File: src/rtl/nsfc_ram.sv
// Generic single-port-write, single-port-read synchronous RAM.
// Read data is registered. No dependencies.
module nsfc_ram #(
    parameter int WIDTH = 8,
    parameter int DEPTH = 64
) (
    input  logic                     i_clk,
    input  logic                     i_we,
    input  logic [$clog2(DEPTH)-1:0] i_waddr,
    input  logic [WIDTH-1:0]         i_wdata,
    input  logic                     i_re,
    input  logic [$clog2(DEPTH)-1:0] i_raddr,
    output logic [WIDTH-1:0]         o_rdata
);

    logic [WIDTH-1:0] r_mem [DEPTH];
    logic [WIDTH-1:0] r_rdata;

    always_ff @(posedge i_clk) begin
        if (i_we) begin
            r_mem[i_waddr] <= i_wdata;
        end
        if (i_re) begin
            r_rdata <= r_mem[i_raddr];
        end
    end

    assign o_rdata = r_rdata;

endmodule

File: config.mk
export PLATFORM = sky130hd
export DESIGN_NAME = nsfc_ram
export DESIGN_NICKNAME = d
export VERILOG_FILES = /design/src/rtl/nsfc_ram.sv
export SDC_FILE = /design/constraint.sdc
export NUM_CORES = 1
export LEC_CHECK = 0
export CAP_MARGIN = 10
export CORE_UTILIZATION = 45
export CTS_BUF_LIST = sky130_fd_sc_hd__clkbuf_8
export DETAILED_ROUTE_END_ITERATION = 6
export DONT_BUFFER_PORTS = 1
export SYNTH_ARGS = -nofsm -noshare
export SYNTH_HDL_FRONTEND = slang
export SYNTH_SLANG_ARGS = --single-unit
File: constraint.sdc
create_clock -name i_clk -period 2.2 [get_ports i_clk]
set_input_delay 0.22 -clock i_clk [delete_from_list [all_inputs] [get_ports i_clk]]
set_output_delay 0.22 -clock i_clk [all_outputs]
set_load 0.02 [all_outputs]
* Word level (Yosys, flattened, before mapping)
Memory sizes are Yosys's and may differ from the RTL's. A register that Yosys moved wholly into a read port is not among the register bits. Index checks and enable logic that the tools add are counted.
Word-level totals: register bits 0, bits in writable memories 512, input bits 23, memories kept 1
Memories:
- r_mem | depth 64, bits a word 8, rd ports 1, clocked after Yosys merged registers in 1, wr ports 1, line 16 | logic [WIDTH-1:0] r_mem [DEPTH];
Cells by class: muxes and demuxes 2
Operators with widths (number):
- 1-bit 2-to-1 mux | 2

* Logic depth before layout (Yosys ltp)
Gate-level depths: netlist of run 1.
depth in word-level cells 2, mapped depth 9, mapped depth without buffers 5

* Least setup slack after synthesis of run 1
OpenSTA, ideal clock, no wires.
path kind input to register, start input i_raddr[1], end register r_rdata[3] (netlist: o_rdata[3]), read port of r_mem (data pin), arrival time 1760 ps, data required time 1934 ps, slack 174 ps, cell stages on the path 7, path buffers 3, path through buf_4 > buf_2 > buf_2 > mux4_2 > mux4_2 > o21ai_1 > o41ai_1
RTL lines:
- from (decl) | line 12 | input logic [$clog2(DEPTH)-1:0] i_raddr,
- to (decl) | line 17 | logic [WIDTH-1:0] r_rdata;

==> results.ini, run 1 <==
[worst_setup_path]
r2r-end=o_rdata[6]$_DFFE_PP_
start_kind=flop
r2r_slack_ps=40
worstPathRequired_ps=2560
reg2reg_depth=5
path_class=reg -> reg
critPathLaunch=r_mem[21][6]$_DFFE_PP_
endpoint_kind=flop
worst_path_largest_cell_delay_ps=460
worstReg2RegStart=r_mem[21][6]$_DFFE_PP_
critical-path-slowest-cell=mux4_2
path_max_fanout=1
arrival_ps=2510
path_cells=mux4_2, mux2_2, o221a_2, nor3_1, o32ai_1

[cts]
cts_root_buf=clkbuf_8
cts.path.max_buffers=3
cts_setup_buffers=0
numClockSinks=520
insertion_delay_ps=630
cts.clk_slew.worst_paths_ps=60
h-tree-depth=3
cts_tree=done
cts_buffers=85

[yosys]
ys_async_sr_fraction_pct=0
syn_avg_cell_area_um2=21.5
synth.distinct_cells=39
synth_area_leaders=edfxtp_1 77%, mux4_2 14%, nor2_1 1.5%
synth_most_common_cell=edfxtp_1
ys_seq_area_share_pct=77.1
yosysWarnings=0
yosys-top-cells-count=520 x edfxtp_1, 126 x mux4_2, 83 x nor2_1, 23 x mux2i_1, 19 x nand2_1
synth_edf_count=520
synth_area_mm2=0.0202
synth_top_area_cell=edfxtp_1
synth_cells=940
yosys_most_used_dff=edfxtp_1
synth_top_area_share_pct=77.1
synth_fp_nets=963
synth_seq_cells=520

[worst_hold_path]
min_delay_path_depth=2
hp-start=i_raddr[2]
whs_endpoint=o_rdata[5]$_DFFE_PP_
hold_path_class=in -> reg

[power_and_ir_drop]
vdd_drop_max_uv=441
power_density_mw_per_mm2=843
power_leakage_nw=7.45

[grt]
antenna_found_initial=0
grt.overflow.total=0
grt_max_degree=138
grt_use_total_pct=20.7
grt_pass1_vias=10200
grt_pass1_wl_mm=68.9

[floorplanning]
dieArea_mm2=0.0458
die_width_um=214
floorplan.core_area_mm2=0.0443
die_h_um=214
start_util_pct=45.7
num_io_pins=31
rows=77

[route]
routed_via_density=5.68
drt_pass1_iterations=5
drc=0
drtIter0Drc=852
antenna_left=0
postRouteWirelength_mm=45.9
num_vias=9844
wl_per_cell_um=26.5

[placement]
dp_hpwl_mm=25.5
gp_congestion=0.763
port_buffers=0

[timing]
finClkSkew_ps=21.1
max_freq_mhz=464
fin_tns_setup_ps=0
hold_viol_final=0
fin_crit_ps=2160
timing.hold.ws_ps=55.2
rsz0062_at_grt=false
drv_slew=0
maxSlewHeadroom_pct=43.1
fin_crit_sh_pct=98.0
worstMarginPinSlew_ps=851
setup_viol=0

[layout]
fin_nets=1101
area_growth_pct=14.6
layout-drive-gt1-share_pct=28.9

[run_status]
status=finished clean

[flow_run]
drv_cap=0

-- placed cells by master (no fill, tap or decap), drive strengths merged, types with 4 or more instances in the layout --
cell type	instances
a211oi	4
a221oi	6
buf	86
clkbuf	89
clkinv	30
dlygate4sd3	16
edfxtp	520
inv	27
mux2	13
mux2i	23
mux4	126
nand2	19
nand2b	7
nand3	13
nor2	83
nor2b	14
nor3	7
o21ai	4
o221ai	8
o22ai	8
-- worst max-delay path: cells and delay by family (launching register included) --
family | cells | cell delay (ps)
multiplexers | 2 | 730
AO/OA/AOI/OAI | 2 | 430
flip-flops | 1 | 370
AND/OR/NAND/NOR | 1 | 350
-- kinds of logic (layout without fill, tap and decap cells) --
group                  count (synthesis)  count (layout)  synth area share [%]
DFF                                  520             520                  77.1
muxes                                162             162                  15.9
and+or+nand+nor                      153             153                  3.37
AOI/OAI and AO/OA                     54              54                  2.06
buffers and inverters                 51             251                  1.56
other                                  0               1                     0
-- final cells by class --
class | instances | area [µm²]
Clock buffer | 89 | 1220
Sequential cell | 520 | 15600
Tap cell | 592 | 741
Antenna cell | 1 | 2.50
Multi-Input combinational cell | 369 | 4330
Fill cell | 3524 | 21100
Timing Repair Buffer | 102 | 966
Clock inverter | 60 | 313
-- power by group --
part           internal, W  switching (W)  leakage, nW
Clock              0.00406        0.00363        0.890
Sequential          0.0110      0.0000512         4.69
Combinational     0.000393       0.000423         1.87
-- state kept, by name, summed over array words and instances (netlist names) --
name and flops:
o_rdata 8, r_mem 512
-- metrics by stage --
step | setup slack (ps) | area (µm²) | total power (W) | util, % | instances
final | 43.8 | 23200 | 0.0195 | 52.3 | 1733
after global routing | 8.87 | 23200 | 0.0202 | 52.3 | 1732
after CTS | 25.8 | 23200 | 0.0198 | 52.3 | 1732
after detailed placement | -248 | 21300 | 0.0118 | 48.0 | 1559
after global placement | -257 | 21300 | 0.0118 | 48.0 | 1559
after floorplan | 174 | 20200 | 0.0118 | - | 940
-- repair_timing --
| action | 4_1_cts | 5_1_grt |
|---|---|---|
| endpoints found under the setup margin | 3 | 0 |
| hold endpoints to repair | 558 | 0 |
| resized for setup | 3 | 0 |
| hold buffers | 24 | 0 |
-- metal layers --
layer | vias to the layer above | track usage, % | share of wire, %
met5 | - | 0 | 0
met4 | 0 | 8.95 | 3.1
met3 | 76 | 5.11 | 6.9
met2 | 359 | 31.2 | 47
met1 | 5189 | 29.0 | 43
li1 | 4220 | - | -
-- worst max path at each step --
stage	endpoint	slack [ps]	cells after the start
final	o_rdata[6]$_DFFE_PP_	40	5
after detailed placement	o_rdata[0]$_DFFE_PP_	-250	4
after global placement	o_rdata[0]$_DFFE_PP_	-260	4
after CTS	o_rdata[6]$_DFFE_PP_	30	5
after floorplan	o_rdata[3]$_DFFE_PP_	170	7
after global routing	o_rdata[4]$_DFFE_PP_	9	5
(Power assumes the default switching activity.)
==> run 2: changes to the inputs <==
--- a/config.mk
+++ b/config.mk
@@ -5,6 +5,7 @@
 export SDC_FILE = /design/constraint.sdc
 export NUM_CORES = 1
 export LEC_CHECK = 0
+export ABC_AREA = 1
 export CAP_MARGIN = 10
 export CORE_UTILIZATION = 45
 export CTS_BUF_LIST = sky130_fd_sc_hd__clkbuf_8
==> run 2 against run 1 <==
Net effect: the run now ends with DRC left; via count rose by 43%; total power shrank 0.50%; worst hold slack gained 19 ps; sequential power is essentially flat; maximum frequency increased by 4.7%; clock power is 5.6% lower; highest routed layer is now met5; utilization decreased by 0.89 points; critical endpoint is now o_rdata[7]$_DFFE_PP_; synthesized cell count is 92% higher; sequential share of layout area down 2.4 points; largest power group unchanged.
==> results.ini, run 2 <==
[layout]
layout_common_cells=648 x nand2_1, 520 x edfxtp_1, 439 x nand3_1
final_common_cell=nand2_1
regArea_mm2=0.0156  ; unchanged
largest_reg_flops=512  ; unchanged
area_growth_pct=12.3
multiInputGateArea_mm2=0.00495  ; +14%
fin_nets=1924  ; +75%
top_register=r_mem
fin_util_pct=51.5  ; -0.89 points
fillers=4037  ; +15%
layout-drive-gt1-share_pct=10.6  ; -18 points
antenna_cells=0  ; -1

[cts]
cts_buffers=83  ; -2.4%
insertion_delay_ps=670  ; +40 ps
cts.path.max_buffers=3  ; unchanged
cts_tree=done
cts_resized=0  ; -3
cts_setup_buffers=0  ; unchanged
numClockSinks=520  ; unchanged
cts.clk_slew.worst_paths_ps=60  ; about the same
cts_root_buf=clkbuf_8
h-tree-depth=3  ; unchanged

[worst_setup_path]
arrival_ps=2590  ; +80 ps
r2r-end=o_rdata[7]$_DFFE_PP_
crit_buf_inv=2  ; +2
crit_end=o_rdata[7]$_DFFE_PP_
reg2reg_depth=9  ; +4
path_max_fanout=21  ; +20
endpoint_kind=flop
worstPathRequired_ps=2730  ; +170 ps
critical-path-slowest-cell=dlygate4sd3_1
critPathTopFamily=buffers and inverters
r2r_slack_ps=190  ; +150 ps
path_class=in -> reg
path_cells=dlygate4sd3_1, nand2_1, nand3_1, nand3_1, nand2_1, dlygate4sd3_1
cp.depth=6  ; +1
start_kind=primary input
worst_path_largest_cell_delay_ps=1320  ; +860 ps
critPathLaunch=i_raddr[3]
worstReg2RegStart=r_mem[22][7]$_DFFE_PP_

[yosys]
ys_seq_area_share_pct=72.9  ; -4.2 points
synth_seq_cells=520  ; unchanged
synth_fp_nets=1828  ; +90%
yosys-top-cells-count=648 x nand2_1, 520 x edfxtp_1, 439 x nand3_1, 56 x nor2_1, 37 x buf_2
synth_cells=1805  ; +92%
ys_async_sr_fraction_pct=0  ; unchanged
synth_edf_count=520  ; unchanged
synth_area_leaders=edfxtp_1 73%, nand2_1 11%, nand3_1 10%
synth_top_area_cell=edfxtp_1
synth_area_mm2=0.0214  ; +5.8%
synth_most_common_cell=nand2_1
synth_top_area_share_pct=72.9  ; -4.2 points
syn_avg_cell_area_um2=11.9  ; -45%
yosys_most_used_dff=edfxtp_1
synth.distinct_cells=15  ; -62%
yosysWarnings=0  ; unchanged

[floorplanning]
floorplan.core_area_mm2=0.0468  ; +5.5%
rows=79  ; +2.6%
start_util_pct=45.8  ; +0.13 points
dieArea_mm2=0.0485  ; +5.7%
die_h_um=220  ; +2.8%
die_width_um=220  ; +2.8%
num_io_pins=31  ; unchanged

[worst_hold_path]
hold_path_class=in -> reg

[route]
antenna_left=0  ; unchanged
postRouteWirelength_mm=55.0  ; +20%
drt_pass1_iterations=7  ; +2
drtIter0Drc=1590  ; +87%
routed_via_density=5.47  ; -3.7%
drc=4  ; +4
num_vias=14100  ; +43%
wl_per_cell_um=21.4  ; -19%

[timing]
worstMarginPinSlew_ps=1170  ; +322 ps
fin_crit_ps=2060  ; -97.6 ps
rsz0062_at_grt=false
max_freq_mhz=486  ; +4.7%
finClkSkew_ps=27.0  ; +5.88 ps
fin_tns_setup_ps=0  ; unchanged
drv_slew=0  ; unchanged
timing.hold.ws_ps=73.8  ; +18.5 ps
setup_viol=0  ; unchanged
fin_crit_sh_pct=93.6  ; -4.4 points
maxSlewHeadroom_pct=21.5  ; -22 points
hold_viol_final=0  ; unchanged

[run_status]
violations=DRC
status=finished with violations

[grt]
grt_max_degree=258  ; +87%
grt_pass1_vias=13800  ; +34%
grt_pass1_wl_mm=83.7  ; +22%
antenna_found_initial=1  ; +1
grt_use_total_pct=23.4  ; +2.7 points
grt.overflow.total=0  ; unchanged

[power_and_ir_drop]
power_density_mw_per_mm2=809  ; -4.1%
p_int_w=0.0149  ; -3.3%
clockPowerShare_pct=37.3  ; -2.0 points
switchingPower_w=0.00452  ; +10%
power.total_w=0.0195  ; -0.50%
seqPwrFrac_pct=56.8  ; +0.3 points
switching_share_pct=23.2  ; +2.3 points
vdd_drop_max_uv=487  ; +11%
combinationalPowerShare_pct=5.9  ; +1.7 points
power_leakage_nw=8.80  ; +18%

[placement]
dp_hpwl_mm=30.5  ; +20%
port_buffers=0  ; unchanged
gp_congestion=0.851  ; +12%

[flow_run]
drv_cap=0  ; unchanged

==> run 2: changes by cell type in the layout (fill, tap and decap cells not counted), sizes merged, moves of 13 or more <==
| cell | change |
|---|---|
| mux2i | -23 |
| mux4 | -126 |
| mux2 | -13 |
| nor2b | -14 |
| buf | +19 |
| nand2 | +629 |
| nand3 | +426 |
| nor2 | -27 |
==> run 2: worst min path at each step <==
stage	from	endpoint	slack (ps)	cells past startpoint
after floorplan	i_wdata[0]	r_mem[0][0]$_DFFE_PP_	320	0
after global placement	i_wdata[7]	r_mem[27][7]$_DFFE_PP_	330	0
after detailed placement	i_wdata[7]	r_mem[27][7]$_DFFE_PP_	330	0
after CTS	i_raddr[3]	o_rdata[6]$_DFFE_PP_	7	4
after global routing	i_raddr[3]	o_rdata[6]$_DFFE_PP_	30	4
final	i_raddr[3]	o_rdata[6]$_DFFE_PP_	70	4
==> run 2: cell type report <==
cell class              instances  share of cell area (%)
clock buffers                  85                    4.86
multi-input cells            1160                    20.6
flip-flops and latches        520                    64.9
clock inverters                61                    1.09
repair buffers                124                    5.20
inverters                      12                   0.218
well taps                     607                    3.16
==> run 2: power by group through the flow <==
stage | clock network, W | registers (W) | logic, W
after floorplan | 0 | 0.0112 | 0.000771
after global placement | 0 | 0.0112 | 0.000864
after detailed placement | 0 | 0.0112 | 0.000870
after CTS | 0.00742 | 0.0110 | 0.00115
after global routing | 0.00781 | 0.0110 | 0.00127
final | 0.00726 | 0.0110 | 0.00115
==> run 2: tightest hold or removal path, cell delays in order <==
cell	delay (ps)
nand2_1	40
nand3_1	80
nand3_1	170
nand2_1	100
==> run 2: per-layer routing <==
layer	routed length, µm	vias to the layer above	global-route usage [%]	share of wire (%)
met4	1540	2	8.57	2.8
met3	4550	93	5.32	8.3
met2	25500	570	36.1	46
met5	13	-	0	0.024
li1	-	6557	-	-
met1	23400	6832	32.6	43
==> run 2: repair_timing <==
action,CTS,global route
hold buffers,27,0
setup endpoints to repair,0,0
hold endpoints to repair,584,0
==> run 2: through the flow <==
step                instance area (µm²)  setup WS, ps  cells
floorplan                         21400           214   1805
global placement                  22200           359   2396
detailed placement                22200           362   2396
CTS                               24100           205   2569
global route                      24100          73.7   2569
finish                            24100           141   2569
==> run 2: cell families after synthesis <==
family | synth area share (%)
buf+inv | 4.01
flops | 72.9
simple gates | 23.1
